<file path="src/rtl/core/shcp_pkg.sv">
// ----------------------------------------------------------------------------
// shcp_pkg
// Shared types and constants of the scan header component parser.
// ----------------------------------------------------------------------------
`default_nettype none

package shcp_pkg;

  // Number of entries in the component id table
  localparam int unsigned TableEntries = 4;
  localparam int unsigned TableIdxW    = 2;
  localparam int unsigned IdW          = 8;
  localparam int unsigned TypeW        = 3;
  localparam int unsigned SelW         = 3;

  // Largest legal selector nibble or type value
  localparam logic [3:0] SelMax  = 4'd4;
  localparam logic [2:0] TypeMax = 3'd4;

  localparam int unsigned CfgIdxW  = 2;
  localparam int unsigned CfgDataW = 32;

  // Output payload: 51 bits of fields padded to whole bytes
  localparam int unsigned OutDataW = 56;

  typedef enum logic [2:0] {
    PhIdle    = 3'd0,
    PhLenLow  = 3'd1,
    PhCount   = 3'd2,
    PhCompId  = 3'd3,
    PhCompSel = 3'd4,
    PhTrail1  = 3'd5,
    PhTrail2  = 3'd6,
    PhTrail3  = 3'd7
  } phase_e;

  typedef enum logic [1:0] {
    KindEntry   = 2'd0,
    KindTrailer = 2'd1,
    KindInvalid = 2'd2
  } kind_e;

  typedef enum logic [CfgIdxW-1:0] {
    CfgCompCount = 2'd0,
    CfgCompIds   = 2'd1,
    CfgCompTypes = 2'd2
  } cfg_idx_e;

  typedef struct packed {
    logic [3:0] approx_low;
    logic [3:0] approx_high;
    logic [7:0] spectral_end;
    logic [7:0] spectral_start;
    logic [7:0] comp_total;
    logic [2:0] type_sel;
    logic [2:0] ac_sel;
    logic [2:0] dc_sel;
    logic [1:0] table_index;
    logic [7:0] comp_pos;
  } result_t;

endpackage : shcp_pkg

`default_nettype wire

</file>
<file path="src/rtl/core/scan_header_component_parser.sv">
// ----------------------------------------------------------------------------
// scan_header_component_parser
// Byte-serial parser for scan header segments with component id lookup.
// ----------------------------------------------------------------------------
// Takes one header byte per cycle and produces at most one result per byte,
// registered in the cycle after the byte is taken. A byte flagged in tuser
// starts a new segment and drops any segment in progress. Each good
// component gives an entry result; the third trailer byte gives a trailer
// result with tlast; any failed check gives one invalid result with tlast
// and the parser then waits for the next segment start. The id lookup
// compares against every enabled table entry in parallel in the same cycle, so
// the sustained rate is one byte per clock; the output register holds a
// result under backpressure while the input side stalls only if that
// register is full and not being drained. MaxComponents caps how many table
// entries are searched. Configuration is to be written while no segment is
// in flight.
`default_nettype none

module scan_header_component_parser #(
  parameter int unsigned MaxComponents = 4
) (
  input  wire logic                           clk_i,
  input  wire logic                           rst_ni,
  // configuration write port
  input  wire logic                           cfg_we_i,
  input  wire logic [shcp_pkg::CfgIdxW-1:0]   cfg_idx_i,
  input  wire logic [shcp_pkg::CfgDataW-1:0]  cfg_data_i,
  // byte stream in
  input  wire logic                           s_axis_tvalid_i,
  output      logic                           s_axis_tready_o,
  input  wire logic [7:0]                     s_axis_tdata_i,   // [7:0] data_byte
  input  wire logic                           s_axis_tuser_i,   // [0] seg_start
  // results out
  output      logic                           m_axis_tvalid_o,
  input  wire logic                           m_axis_tready_i,
  // [7:0] comp_pos, [9:8] table_index, [12:10] dc_sel, [15:13] ac_sel,
  // [18:16] type_sel, [26:19] comp_total, [34:27] spectral_start,
  // [42:35] spectral_end, [46:43] approx_high, [50:47] approx_low, rest 0
  output      logic [shcp_pkg::OutDataW-1:0]  m_axis_tdata_o,
  output      logic [1:0]                     m_axis_tuser_o,   // [1:0] result_kind
  output      logic                           m_axis_tlast_o    // last
);

  localparam int unsigned PadW = shcp_pkg::OutDataW - $bits(shcp_pkg::result_t);
  // most table entries ever searched
  localparam logic [2:0] TblCap = (MaxComponents < shcp_pkg::TableEntries)
                                  ? 3'(MaxComponents) : 3'(shcp_pkg::TableEntries);

  // configuration
  logic [2:0]  comp_count_q;
  logic [31:0] comp_ids_q;
  logic [11:0] comp_types_q;

  // parser state
  shcp_pkg::phase_e phase_q, phase_d;
  logic [7:0] length_high_q, length_high_d;
  logic [7:0] comps_left_q, comps_left_d;
  logic [7:0] comp_index_q, comp_index_d;
  logic [7:0] total_comps_q, total_comps_d;
  logic [7:0] held_id_q, held_id_d;
  logic [7:0] trail1_q, trail1_d;
  logic [7:0] trail2_q, trail2_d;

  // output register
  logic              out_valid_q, out_valid_d;
  shcp_pkg::result_t out_res_q, out_res_d;
  shcp_pkg::kind_e   out_kind_q, out_kind_d;
  logic              out_last_q, out_last_d;

  logic       in_fire;
  logic       emit;
  logic       bad;
  logic [7:0] b;
  logic [3:0] hi_nib, lo_nib;
  logic [2:0] tbl_lim;
  logic       id_found;
  logic [shcp_pkg::TableIdxW-1:0] id_idx;
  logic [2:0] id_type;
  logic [7:0] comps_left_dec;

  assign s_axis_tready_o = !out_valid_q || m_axis_tready_i;
  assign in_fire         = s_axis_tvalid_i && s_axis_tready_o;
  assign b               = s_axis_tdata_i;
  assign hi_nib          = b[7:4];
  assign lo_nib          = b[3:0];
  assign comps_left_dec  = comps_left_q - 8'd1;
  assign tbl_lim         = (comp_count_q > TblCap) ? TblCap : comp_count_q;

  // parallel id lookup, lowest matching entry wins
  always_comb begin
    id_found = 1'b0;
    id_idx   = '0;
    for (int i = shcp_pkg::TableEntries - 1; i >= 0; i--) begin
      if ((3'(i) < tbl_lim) && (comp_ids_q[i*shcp_pkg::IdW +: shcp_pkg::IdW] == held_id_q)) begin
        id_found = 1'b1;
        id_idx   = shcp_pkg::TableIdxW'(i);
      end
    end
    id_type = comp_types_q[id_idx*shcp_pkg::TypeW +: shcp_pkg::TypeW];
  end

  // next state
  always_comb begin
    phase_d       = phase_q;
    length_high_d = length_high_q;
    comps_left_d  = comps_left_q;
    comp_index_d  = comp_index_q;
    total_comps_d = total_comps_q;
    held_id_d     = held_id_q;
    trail1_d      = trail1_q;
    trail2_d      = trail2_q;
    emit          = 1'b0;
    bad           = 1'b0;
    out_res_d     = '0;
    out_kind_d    = shcp_pkg::KindEntry;
    out_last_d    = 1'b0;
    if (in_fire) begin
      if (s_axis_tuser_i) begin
        length_high_d = b;
        comps_left_d  = '0;
        comp_index_d  = '0;
        total_comps_d = '0;
        phase_d       = shcp_pkg::PhLenLow;
      end else begin
        case (phase_q)
          shcp_pkg::PhLenLow: begin
            if (length_high_q == 8'd0 && b < 8'd2) begin
              bad = 1'b1;
            end else begin
              phase_d = shcp_pkg::PhCount;
            end
          end
          shcp_pkg::PhCount: begin
            total_comps_d = b;
            comps_left_d  = b;
            comp_index_d  = '0;
            phase_d       = (b == 8'd0) ? shcp_pkg::PhTrail1 : shcp_pkg::PhCompId;
          end
          shcp_pkg::PhCompId: begin
            held_id_d = b;
            phase_d   = shcp_pkg::PhCompSel;
          end
          shcp_pkg::PhCompSel: begin
            if (hi_nib <= shcp_pkg::SelMax && lo_nib <= shcp_pkg::SelMax && id_found
                && id_type <= shcp_pkg::TypeMax) begin
              emit                  = 1'b1;
              out_res_d.comp_pos    = comp_index_q;
              out_res_d.table_index = id_idx;
              out_res_d.dc_sel      = hi_nib[2:0];
              out_res_d.ac_sel      = lo_nib[2:0];
              out_res_d.type_sel    = id_type;
              out_res_d.comp_total  = total_comps_q;
              comp_index_d          = comp_index_q + 8'd1;
              comps_left_d          = comps_left_dec;
              phase_d = (comps_left_dec == 8'd0) ? shcp_pkg::PhTrail1 : shcp_pkg::PhCompId;
            end else begin
              bad = 1'b1;
            end
          end
          shcp_pkg::PhTrail1: begin
            trail1_d = b;
            phase_d  = shcp_pkg::PhTrail2;
          end
          shcp_pkg::PhTrail2: begin
            trail2_d = b;
            phase_d  = shcp_pkg::PhTrail3;
          end
          shcp_pkg::PhTrail3: begin
            emit                     = 1'b1;
            out_kind_d               = shcp_pkg::KindTrailer;
            out_last_d               = 1'b1;
            out_res_d.comp_total     = total_comps_q;
            out_res_d.spectral_start = trail1_q;
            out_res_d.spectral_end   = trail2_q;
            out_res_d.approx_high    = hi_nib;
            out_res_d.approx_low     = lo_nib;
            phase_d                  = shcp_pkg::PhIdle;
          end
          default: begin
            // idle: stray bytes are dropped
          end
        endcase
        // a failed check gives an invalid result and ends the segment
        if (bad) begin
          emit                 = 1'b1;
          out_kind_d           = shcp_pkg::KindInvalid;
          out_last_d           = 1'b1;
          out_res_d            = '0;
          out_res_d.comp_pos   = comp_index_q;
          out_res_d.comp_total = total_comps_q;
          phase_d              = shcp_pkg::PhIdle;
        end
      end
    end
  end

  always_comb begin
    if (in_fire && emit) begin
      out_valid_d = 1'b1;
    end else if (m_axis_tready_i) begin
      out_valid_d = 1'b0;
    end else begin
      out_valid_d = out_valid_q;
    end
  end

  always_ff @(posedge clk_i or negedge rst_ni) begin
    if (!rst_ni) begin
      comp_count_q  <= '0;
      comp_ids_q    <= '0;
      comp_types_q  <= '0;
      phase_q       <= shcp_pkg::PhIdle;
      length_high_q <= '0;
      comps_left_q  <= '0;
      comp_index_q  <= '0;
      total_comps_q <= '0;
      held_id_q     <= '0;
      trail1_q      <= '0;
      trail2_q      <= '0;
      out_valid_q   <= 1'b0;
    end else begin
      if (cfg_we_i) begin
        case (shcp_pkg::cfg_idx_e'(cfg_idx_i))
          shcp_pkg::CfgCompCount: comp_count_q <= cfg_data_i[2:0];
          shcp_pkg::CfgCompIds:   comp_ids_q   <= cfg_data_i;
          shcp_pkg::CfgCompTypes: comp_types_q <= cfg_data_i[11:0];
          default: begin
          end
        endcase
      end
      phase_q       <= phase_d;
      length_high_q <= length_high_d;
      comps_left_q  <= comps_left_d;
      comp_index_q  <= comp_index_d;
      total_comps_q <= total_comps_d;
      held_id_q     <= held_id_d;
      trail1_q      <= trail1_d;
      trail2_q      <= trail2_d;
      out_valid_q   <= out_valid_d;
    end
  end

  // payload only loads on a new result
  always_ff @(posedge clk_i) begin
    if (in_fire && emit) begin
      out_res_q  <= out_res_d;
      out_kind_q <= out_kind_d;
      out_last_q <= out_last_d;
    end
  end

  assign m_axis_tvalid_o = out_valid_q;
  assign m_axis_tdata_o  = {{PadW{1'b0}}, out_res_q};
  assign m_axis_tuser_o  = out_kind_q;
  assign m_axis_tlast_o  = out_last_q;

  // a start byte always moves the parser to the low length byte
  a_start_phase: assert property (@(posedge clk_i) disable iff (!rst_ni)
    (in_fire && s_axis_tuser_i) |=> (phase_q == shcp_pkg::PhLenLow))
    else $error("start byte did not restart the parser");

  // tlast marks exactly the trailer and invalid results
  a_last_kind: assert property (@(posedge clk_i) disable iff (!rst_ni)
    out_valid_q |-> (out_last_q == (out_kind_q != shcp_pkg::KindEntry)))
    else $error("tlast does not match result kind");

  // a pending segment-ending result leaves the parser idle
  a_last_idle: assert property (@(posedge clk_i) disable iff (!rst_ni)
    (out_valid_q && out_last_q) |-> (phase_q == shcp_pkg::PhIdle))
    else $error("parser not idle behind a segment-ending result");

  // entries carry in-range selectors
  a_entry_sel: assert property (@(posedge clk_i) disable iff (!rst_ni)
    (out_valid_q && out_kind_q == shcp_pkg::KindEntry) |->
      (out_res_q.dc_sel <= 3'd4 && out_res_q.ac_sel <= 3'd4 && out_res_q.type_sel <= 3'd4))
    else $error("entry result with selector out of range");

endmodule : scan_header_component_parser

`default_nettype wire

</file>
<file path="config.mk">
export PLATFORM = sky130hd
export DESIGN_NAME = scan_header_component_parser
export DESIGN_NICKNAME = d
export VERILOG_FILES = /design/src/rtl/core/shcp_pkg.sv /design/src/rtl/core/scan_header_component_parser.sv
export SDC_FILE = /design/constraint.sdc
export NUM_CORES = 1
export LEC_CHECK = 0
export BUFFER_PORTS_ARGS = -buffer_cell sky130_fd_sc_hd__buf_4
export CAP_MARGIN = 20
export CORE_ASPECT_RATIO = 0.8
export CORE_UTILIZATION = 55
export CTS_CLUSTER_DIAMETER = 40
export DETAILED_ROUTE_END_ITERATION = 10
export PLACE_DENSITY = 0.78
export SYNTH_ARGS = -nofsm -noshare
export SYNTH_HDL_FRONTEND = slang
export SYNTH_SLANG_ARGS = --single-unit
</file>
<file path="constraint.sdc">
create_clock -name clk_i -period 4.35 [get_ports clk_i]
set_clock_uncertainty 0.15 [all_clocks]
set_input_delay 0.2175 -clock clk_i [delete_from_list [all_inputs] [get_ports clk_i]]
set_output_delay 0.2175 -clock clk_i [all_outputs]
set_load 0.1 [all_outputs]
</file>
==> reports/qor.txt, run 1 <==
status: finished clean
main combinational cell family by area after synthesis: multiplexers
Synth Instances: 552
TNS Setup: 0 ns
unique cell type count in the Yosys netlist: 53
Final min period: 3.727 ns
nets@finish: 741
vias in the first global route: 4819
r2r endpoint: m_axis_tdata_o[10]$_SDFFCE_PP0P_
post-synth top area cell: dfrtp_1
#FFs+latches synth: 161
Pwr Density: 458.8 nW/µm²
initial core utilization: 0.5629
final hold violation count: 0
row cnt: 37
Placer Congestion: 0.8544
number of vias per cell: 5.503
first-pass GRT wire length: 25.50 mm
GRT Util Overall: 0.2549
worst slew pin tran: 0.8749 ns
wire per inst: 18.10 µm
Slew Viols, Final: 0
leak pwr: 0.003823 µW
CTS max path bufs: 2
Core ar.: 12870 µm²
DR iter-0 viols: 232
CTS root buffer: clkbuf_16
Setup WS pre-CTS: 0.7421 ns
Hold Path End: phase_q[1]$_DFFE_PN0P_
postcts setup bufs: 0
GRT met2 Usage: 0.4073
worst hold stages: 3
RSZ-0062 raised after global routing: no
Die W: 130.3 µm
MaxCap Viol Count: 0
Detail Route Antenna Nets: 0
Total Power: 4167 µW
Min-Delay Path Class: in2reg
drc violations: 0
TritonCTS Buffers: 17
synthesized-area fraction occupied by ao, oa, aoi and oai cells: 0.06511
vias: 4832
die area: 13640 µm²
clock sinks: 161
Synth Area per Inst: 13.12 µm²
worst-path fanout max: 9
clk_lat worst skew: 0.44 ns
Synth top area share: 0.3696
adder-cell share of the synthesized area: 0.005181
worst flop-to-flop path startpoint: held_id_q[5]$_DFFE_PN0P_
gr ovfl total: 0
first-pass iteration count of the detailed router: 4
kind of critical path: reg2reg
ANT cells: 0
setup ws final: 0.6234 ns
period utilization: 0.8567
Port Buffers: 103
HP Start: s_axis_tvalid_i
H-tree Lvls: 4
Clock transition at path regs: 0.07 ns
Simple-Gate Fraction of Synth Area: 0.1197
R2R setup slack: 0.62 ns
routing usage on met1: 0.3322
Post-DP Area: 8043 µm²
Area growth syn-to-layout: 25.37%
mapped cell area: 7244 µm²
Total Routed Length: 15.90 mm
M3 GR Usage: 0.06810
worst hold slack: 0.05671 ns
TritonCTS clock tree: yes
Max Fclk: 268.3 MHz
mux cell area share after synthesis: 0.1354
EDFF count, synth: 54
final setup fails: 0
crit end category: flip-flop
sequential share of the synthesized area: 0.5934
initial antenna violation count: 0
synth warn: 0
height of the die: 104.7 µm
XOR/XNOR Fraction of Synth Area: 0.04473
post-route cell area: 9082 µm²
top post-synthesis cells by area: dfrtp_1 37%, edfxtp_1 22%, mux2_2 12%, and2_1 3.5%, xnor2_1 2.5%
critical path required time: 4.49 ns
Post-synth ARST share: 0.6646
detailed placement HPWL: 10.32 mm
Max IR drop VDD: 0.3030 mV
Rel. slew slack: 0.4123
arrival time worst endpoint: 3.87 ns
layout cells sized above 1: 0.3272
I/O pin cnt: 109
Worst Reg-to-Reg Cells: 10
largest net degree at the start of global routing: 82
Worst Setup Start Kind: flip-flop
busiest grt layer: met2
Primary FF master, synth: dfrtp_1
-- per-stage QoR --
step,util,cells
after floorplan,-,556
after CTS,0.7036,877
after global routing,0.7057,878
after detailed placement,0.6249,802
after global placement,0.6249,802
final,0.7057,878
-- how the worst max path moves through the flow --
stage / from / end / depth (start not counted) / slack, ns
6_report: held_id_q[5]$_DFFE_PN0P_ / m_axis_tdata_o[10]$_SDFFCE_PP0P_ / 10 / 0.62
5_1_grt: phase_q[1]$_DFFE_PN0P_ / m_axis_tdata_o[38]$_SDFFCE_PP0P_ / 9 / 0.49
4_1_cts: held_id_q[5]$_DFFE_PN0P_ / m_axis_tdata_o[16]$_SDFFCE_PP0P_ / 10 / 0.70
3_5_place_dp: held_id_q[5]$_DFFE_PN0P_ / m_axis_tdata_o[16]$_SDFFCE_PP0P_ / 10 / 0.74
3_3_place_gp: held_id_q[4]$_DFFE_PN0P_ / m_axis_tdata_o[16]$_SDFFCE_PP0P_ / 10 / 0.92
2_1_floorplan: m_axis_tvalid_o$_DFFE_PN0P_ / m_axis_tdata_o[0]$_SDFFCE_PP0P_ / 8 / 0.16
-- synth_stat cells (4+ instances only) --
cell	count
a21oi_1	16
a22o_1	9
and2_1	40
buf_4	5
clkbuf_1	23
dfrtp_1	107
edfxtp_1	54
mux2_2	80
mux2i_1	8
nand2_1	16
nand2b_1	7
nand3_1	10
nand4_1	5
nor2_1	26
nor2b_1	10
nor3_1	14
nor4_1	5
o21ai_0	17
o31ai_1	8
or4_1	4
xnor2_1	21
xor2_1	16
-- final cells by class --
cell class / instances / area, µm²
clock buffer: 21 / 450.4
clock inverter: 11 / 131.4
fill: 886 / 3787
inverter: 3 / 11.26
multi-input combinational: 355 / 2703
sequential: 161 / 4299
tap: 175 / 219.0
timing repair buffer: 152 / 1269
-- where the power goes --
group	internal, µW	switching, µW
sequential	1760	210
combinational	381	345
clock	865	610
-- critical path, cell delays in order (launching register included) --
cell and delay (ns):
dfrtp_1 0.48, xor2_1 0.20, or4_4 0.56, nor4_4 0.27
o211ai_4 0.19, mux2i_1 0.26, mux2i_1 0.17, o21bai_4 0.22
nand2_2 0.15, nor3_1 0.68, and2_1 0.26
-- metal layers --
metal / up-vias / part of all wire / routed length (µm)
met5: - / 0 / 0
met4: 0 / 0.017 / 278
met3: 28 / 0.050 / 795
met2: 160 / 0.49 / 7865
met1: 2388 / 0.44 / 6957
li1: 2256 / - / -
-- flip-flops by register name, indices dropped and copies added (netlist names), 8 cells and up --
name	flops
comp_ids_q	32
comp_index_q	8
comp_types_q	12
comps_left_q	8
held_id_q	8
length_high_q	8
m_axis_tdata_o	51
total_comps_q	8
trail1_q	8
trail2_q	8
-- cell usage in the layout (no fill, tap or decap), drive strengths merged, types with 8 or more instances in the layout --
cell type / synthesis / final
dfrtp: 107 / 107
and2: 42 / 42
buf: 11 / 109
a21oi: 16 / 16
edfxtp: 54 / 54
dlygate4sd3: 0 / 43
xnor2: 21 / 21
o21ai: 18 / 18
nand3: 10 / 10
mux2: 80 / 80
nor2b: 10 / 10
o31ai: 8 / 8
clkbuf: 24 / 21
a22o: 9 / 9
mux2i: 8 / 8
nand2: 17 / 17
nor2: 26 / 26
xor2: 16 / 16
nor3: 14 / 14
-- timing repair --
| action | in CTS | in global routing |
|---|---|---|
| endpoints found under the hold margin | 153 | 0 |
| endpoints found under the setup margin | 0 | 0 |
| gates resized for setup | 0 | 0 |
| hold buffers | 43 | 0 |
-- cell families (layout without fill, tap and decap cells) --
logic type,after synthesis,after routing
compound gates,68,68
xor+xnor,37,37
fa+ha+maj,3,3
buf+inv,40,187
flops,161,161
mux,88,88
other cells,1,5
simple gates,154,154
Note: power is estimated with default switching activity, not from simulation.
==> inputs of run 2 (changes only) <==
--- a/config.mk
+++ b/config.mk
@@ -6,8 +6,9 @@
 export NUM_CORES = 1
 export LEC_CHECK = 0
 export BUFFER_PORTS_ARGS = -buffer_cell sky130_fd_sc_hd__buf_4
-export CAP_MARGIN = 20
+export CAP_MARGIN = 15
 export CORE_ASPECT_RATIO = 0.8
+export CORE_MARGIN = 5
 export CORE_UTILIZATION = 55
 export CTS_CLUSTER_DIAMETER = 40
 export DETAILED_ROUTE_END_ITERATION = 10
==> run 2 against run 1 <==
  * Worst hold slack got worse by 0.039 ns
  * Clock power fell by 9%
  * Combinational power fell by 2%
  * Largest power group unchanged
==> reports/qor.txt, run 2 (same netlist as run 1, synthesis figures left out) <==
H-tree Lvls: 4
Pwr Density: 447.6 nW/µm²
multi-input logic area: 2703 µm²
leak pwr: 0.003762 µW
TritonCTS clock tree: yes
Total Routed Length: 15.48 mm
GRT Util Overall: 0.2095
register area: 4299 µm²
row cnt: 37
final core occ: 0.6949
I/O pin cnt: 109
clk_lat worst skew: 0.43 ns
Detail Route Antenna Nets: 0
post-route cell area: 8944 µm²
initial antenna violation count: 0
Die W: 138.3 µm
Final min period: 3.595 ns
Max IR drop VDD: 0.2711 mV
R2R setup slack: 0.75 ns
drc violations: 0
Top delay family on crit path: simple AND/OR/NAND/NOR gates
Core ar.: 12870 µm²
first-pass iteration count of the detailed router: 5
kind of critical path: reg2reg
initial core utilization: 0.5629
Min-Delay Path Class: in2reg
setup ws final: 0.7547 ns
number of vias per cell: 5.468
slowest CP cell: nor3_1
TNS Setup: 0 ns
crit end category: flip-flop
CTS resizes: 0
die area: 15580 µm²
largest net degree at the start of global routing: 77
Crit path buffers/inverters: 0
gr ovfl total: 0
Port Buffers: 103
commonest non-fill, non-tap cell in the layout: buf_4
max FFs per register: 51
Setup WS pre-CTS: 0.7883 ns
Clock transition at path regs: 0.06 ns
worst slew pin tran: 0.9397 ns
final setup fails: 0
CP peak stage delay: 0.67 ns
vias in the first global route: 4745
clock sinks: 161
TritonCTS Buffers: 17
Placer Congestion: 0.8967
hold-fix buffers at CTS: 37
Slew Viols, Final: 0
CTS max path bufs: 2
layout cells sized above 1: 0.3247
detailed placement HPWL: 10.63 mm
Area growth syn-to-layout: 23.45%
Rel. slew slack: 0.3735
nets@finish: 734
status: finished clean
postcts setup bufs: 0
Worst Setup Start Kind: flip-flop
period utilization: 0.8265
RSZ-0062 raised after global routing: no
final hold violation count: 0
wire per inst: 17.77 µm
Max Fclk: 278.1 MHz
MaxCap Viol Count: 0
vias: 4763
commonest cells after routing, fill and taps aside: 108 x buf_4, 107 x dfrtp_1, 80 x mux2_2
ANT cells: 0
CTS root buffer: clkbuf_16
height of the die: 112.7 µm
Post-DP Area: 8043 µm²
DR iter-0 viols: 299
critical path required time: 4.49 ns
worst-path fanout max: 9
first-pass GRT wire length: 25.79 mm
Crit path top cell by count: mux2i_1
arrival time worst endpoint: 3.74 ns
CP Cell Sequence: xor2_1, or4_4, nor4_4, o211ai_4, mux2i_1, mux2i_1, o21bai_4, nand2_2, nor3_1, and2_2
fillcell total: 892
==> run 2: per-stage QoR <==
stage               total power (µW)  hold WS [ns]  cells
floorplan                       2575       -0.2281    556
global placement                2638        0.2588    802
detailed placement              2664        0.2732    802
CTS                             4025     0.0006812    871
global route                    4197       0.01003    871
finish                          4003       0.01796    871
==> run 2: layer usage <==
metal / GRT usage / routed length (µm)
met1: 0.2978 / 6957
met2: 0.3212 / 7304
met3: 0.06175 / 1036
met4: 0.05003 / 177
met5: 0 / 0
==> run 2: power by group <==
group          switching (µW)  leakage, µW  internal, µW  total (µW)
sequential                198      0.00184          1760        1950
combinational             337      0.00167           374         712
clock                     573     0.000251           764        1340
==> run 2: layout make-up <==
| type | count | share of cell area |
|---|---|---|
| clock inverters | 8 | 0.006435 |
| flip-flops and latches | 161 | 0.4807 |
| clock buffers | 24 | 0.05288 |
| repair buffers | 145 | 0.1321 |
| multi-input cells | 355 | 0.3022 |
| well taps | 175 | 0.02448 |
| inverters | 3 | 0.001259 |
==> run 2: path summary, 6_finish.rpt <==
kind | start | to | cells past startpoint
max | held_id_q[5]$_DFFE_PN0P_ | m_axis_tdata_o[16]$_SDFFCE_PP0P_ | 10
min | s_axis_tdata_i[4] | total_comps_q[4]$_DFFE_PN0P_ | 2
max reg2reg | held_id_q[5]$_DFFE_PN0P_ | m_axis_tdata_o[16]$_SDFFCE_PP0P_ | 10
min reg2reg | trail1_q[0]$_DFFE_PN0P_ | trail1_q[0]$_DFFE_PN0P_ | 1
max in group asynchronous | rst_ni | m_axis_tvalid_o$_DFFE_PN0P_ | 3
min in group asynchronous | rst_ni | comp_types_q[9]$_DFFE_PN0P_ | 2
==> inputs of run 3 (changes only) <==
--- a/config.mk
+++ b/config.mk
@@ -9,10 +9,10 @@
 export CAP_MARGIN = 15
 export CORE_ASPECT_RATIO = 0.8
 export CORE_MARGIN = 5
-export CORE_UTILIZATION = 55
+export CORE_UTILIZATION = 51
 export CTS_CLUSTER_DIAMETER = 40
 export DETAILED_ROUTE_END_ITERATION = 10
-export PLACE_DENSITY = 0.78
+export PLACE_DENSITY = 0.76
 export SYNTH_ARGS = -nofsm -noshare
 export SYNTH_HDL_FRONTEND = slang
 export SYNTH_SLANG_ARGS = --single-unit
==> constraint.sdc (replaced) <==
create_clock -name clk_i -period 3.05 [get_ports clk_i]
set_clock_uncertainty 0.15 [all_clocks]
set_input_delay 0.1525 -clock clk_i [delete_from_list [all_inputs] [get_ports clk_i]]
set_output_delay 0.1525 -clock clk_i [all_outputs]
set_load 0.1 [all_outputs]
==> run 3 against run 2 <==
  * Die area rose by 7.2%
  * Sequential share of layout area fell by 3.8 points
  * Clock power rose by 68%
  * Total power rose by 58%
  * First-iteration DRC count rose by 6.4%
  * Setup slack got worse by 1.0 ns
  * The run now ends with setup timing left
==> reports/qor.txt, run 3 (same netlist as run 1, synthesis figures left out) <==
kind of critical path: reg2reg
Total Routed Length: 16.77 mm
Setup WS pre-CTS: -0.4401 ns
commonest non-fill, non-tap cell in the layout: buf_4
Max IR drop VDD: 0.4792 mV
drc violations: 0
row cnt: 39
critical path required time: 3.25 ns
post-route cell area: 9711 µm²
Worst Setup Start Kind: flip-flop
Placer Congestion: 0.8486
number of vias per cell: 5.378
nets@finish: 782
height of the die: 116.6 µm
TNS Setup: -6.878 ns
TritonCTS Buffers: 17
gr ovfl total: 0
Final min period: 3.344 ns
TritonCTS clock tree: yes
crit end category: flip-flop
worst slew pin tran: 1.021 ns
clock sinks: 161
I/O pin cnt: 109
DR iter-0 viols: 318
final hold violation count: 0
CTS max path bufs: 2
Slew Viols, Final: 0
GRT Util Overall: 0.2099
wire per inst: 18.07 µm
first-pass iteration count of the detailed router: 4
detailed placement HPWL: 11.09 mm
layout cells sized above 1: 0.4046
status: finished with violations
Non-Filler Instances: 928
setup ws final: -0.2941 ns
Core ar.: 14100 µm²
Total Power: 6326 µW
commonest cells after routing, fill and taps aside: 139 x buf_4, 106 x dfrtp_1, 79 x mux2_2
Post-DP Area: 8300 µm²
initial core utilization: 0.5137
CTS root buffer: clkbuf_16
first-pass GRT wire length: 27.00 mm
largest net degree at the start of global routing: 80
Rel. slew slack: 0.3195
leak pwr: 0.004148 µW
RSZ-0062 raised after global routing: yes
worst-path fanout max: 7
Max Fclk: 299.0 MHz
cell count after placement: 838
vias in the first global route: 5220
Clock transition at path regs: 0.07 ns
die area: 16700 µm²
initial antenna violation count: 0
MaxCap Viol Count: 0
Die W: 143.3 µm
Min-Delay Path Class: in2reg
clk_lat worst skew: 0.43 ns
Pwr Density: 651.4 nW/µm²
period utilization: 1.096
arrival time worst endpoint: 3.55 ns
Port Buffers: 103
vias: 4991
failing checks: setup timing
H-tree Lvls: 4
Detail Route Antenna Nets: 0
ANT cells: 0
Area growth syn-to-layout: 34.04%
max FFs per register: 51
final setup fails: 32
-- run 3: cell types whose count changed in the layout (fill, tap and decap cells not counted), sizes merged --
| cell | change |
|---|---|
| buf | +38 |
| bufinv | +3 |
| clkbuf | -6 |
| clkinvlp | -2 |
| dlygate4sd3 | +10 |
| inv | +5 |
-- run 3: stage by stage --
step           hold WS, ns  utilization
2_1_floorplan      -0.2931            -
3_3_place_gp        0.2240       0.5886
3_5_place_dp        0.2378       0.5886
4_1_cts             0.1166       0.6824
5_1_grt             0.1379       0.6886
6_report            0.1281       0.6886
-- run 3: where the power goes --
group,internal [µW],switching [µW]
logic,703,630
registers,2500,239
clock network,1340,913
-- run 3: repair_timing --
| action | CTS | global route |
|---|---|---|
| hold buffers | 47 | 0 |
| pin swaps | 17 | 13 |
| endpoints found under the setup margin | 31 | 32 |
| resized for setup | 36 | 14 |
| hold endpoints to repair | 176 | 0 |
| setup buffers | 9 | 4 |
-- run 3: cell type report --
cell class / instances / area, µm²
Fill cell: 948 / 4392
Timing Repair Buffer: 193 / 1614
Tap cell: 184 / 230.2
Multi-Input combinational cell: 355 / 2917
Sequential cell: 161 / 4303
Clock buffer: 18 / 439.2
Clock inverter: 14 / 192.7
Inverter: 3 / 15.01
-- run 3: worst paths after layout --
| path | from | end | slack [ns] | cells after the start |
|---|---|---|---|---|
| setup / recovery | comp_ids_q[21]$_DFFE_PN0P_ | comp_index_q[7]$_DFFE_PN0P_ | -0.29 | 10 |
| hold / removal | cfg_we_i | comp_count_q[2]$_DFFE_PN0P_ | 0.13 | 3 |
| setup reg to reg | comp_ids_q[21]$_DFFE_PN0P_ | comp_index_q[7]$_DFFE_PN0P_ | -0.29 | 10 |
| hold reg to reg | trail2_q[6]$_DFFE_PN0P_ | trail2_q[6]$_DFFE_PN0P_ | 0.35 | 1 |
| max in group asynchronous | rst_ni | comp_ids_q[18]$_DFFE_PN0P_ | 1.65 | 3 |
| min in group asynchronous | rst_ni | comps_left_q[0]$_DFFE_PN0P_ | 0.31 | 2 |
-- run 3: per-layer routing --
metal | vias up | routed length [µm] | share of wire | GRT usage
li1 | 2331 | - | - | -
met4 | 0 | 265 | 0.016 | 0.06838
met5 | - | 0 | 0 | 0
met2 | 166 | 8033 | 0.48 | 0.3379
met3 | 29 | 1224 | 0.073 | 0.05444
met1 | 2465 | 7249 | 0.43 | 0.2824
-- run 3: critical path, stage by stage (launching register included) --
cell and delay (ns):
dfrtp_1 0.40, xor2_1 0.18, or4_4 0.56, nor4_4 0.34, o211ai_4 0.21, mux2i_2 0.24, mux2i_2 0.13, o21bai_4 0.23
a32oi_2 0.16, or4_1 0.53, a21oi_1 0.15
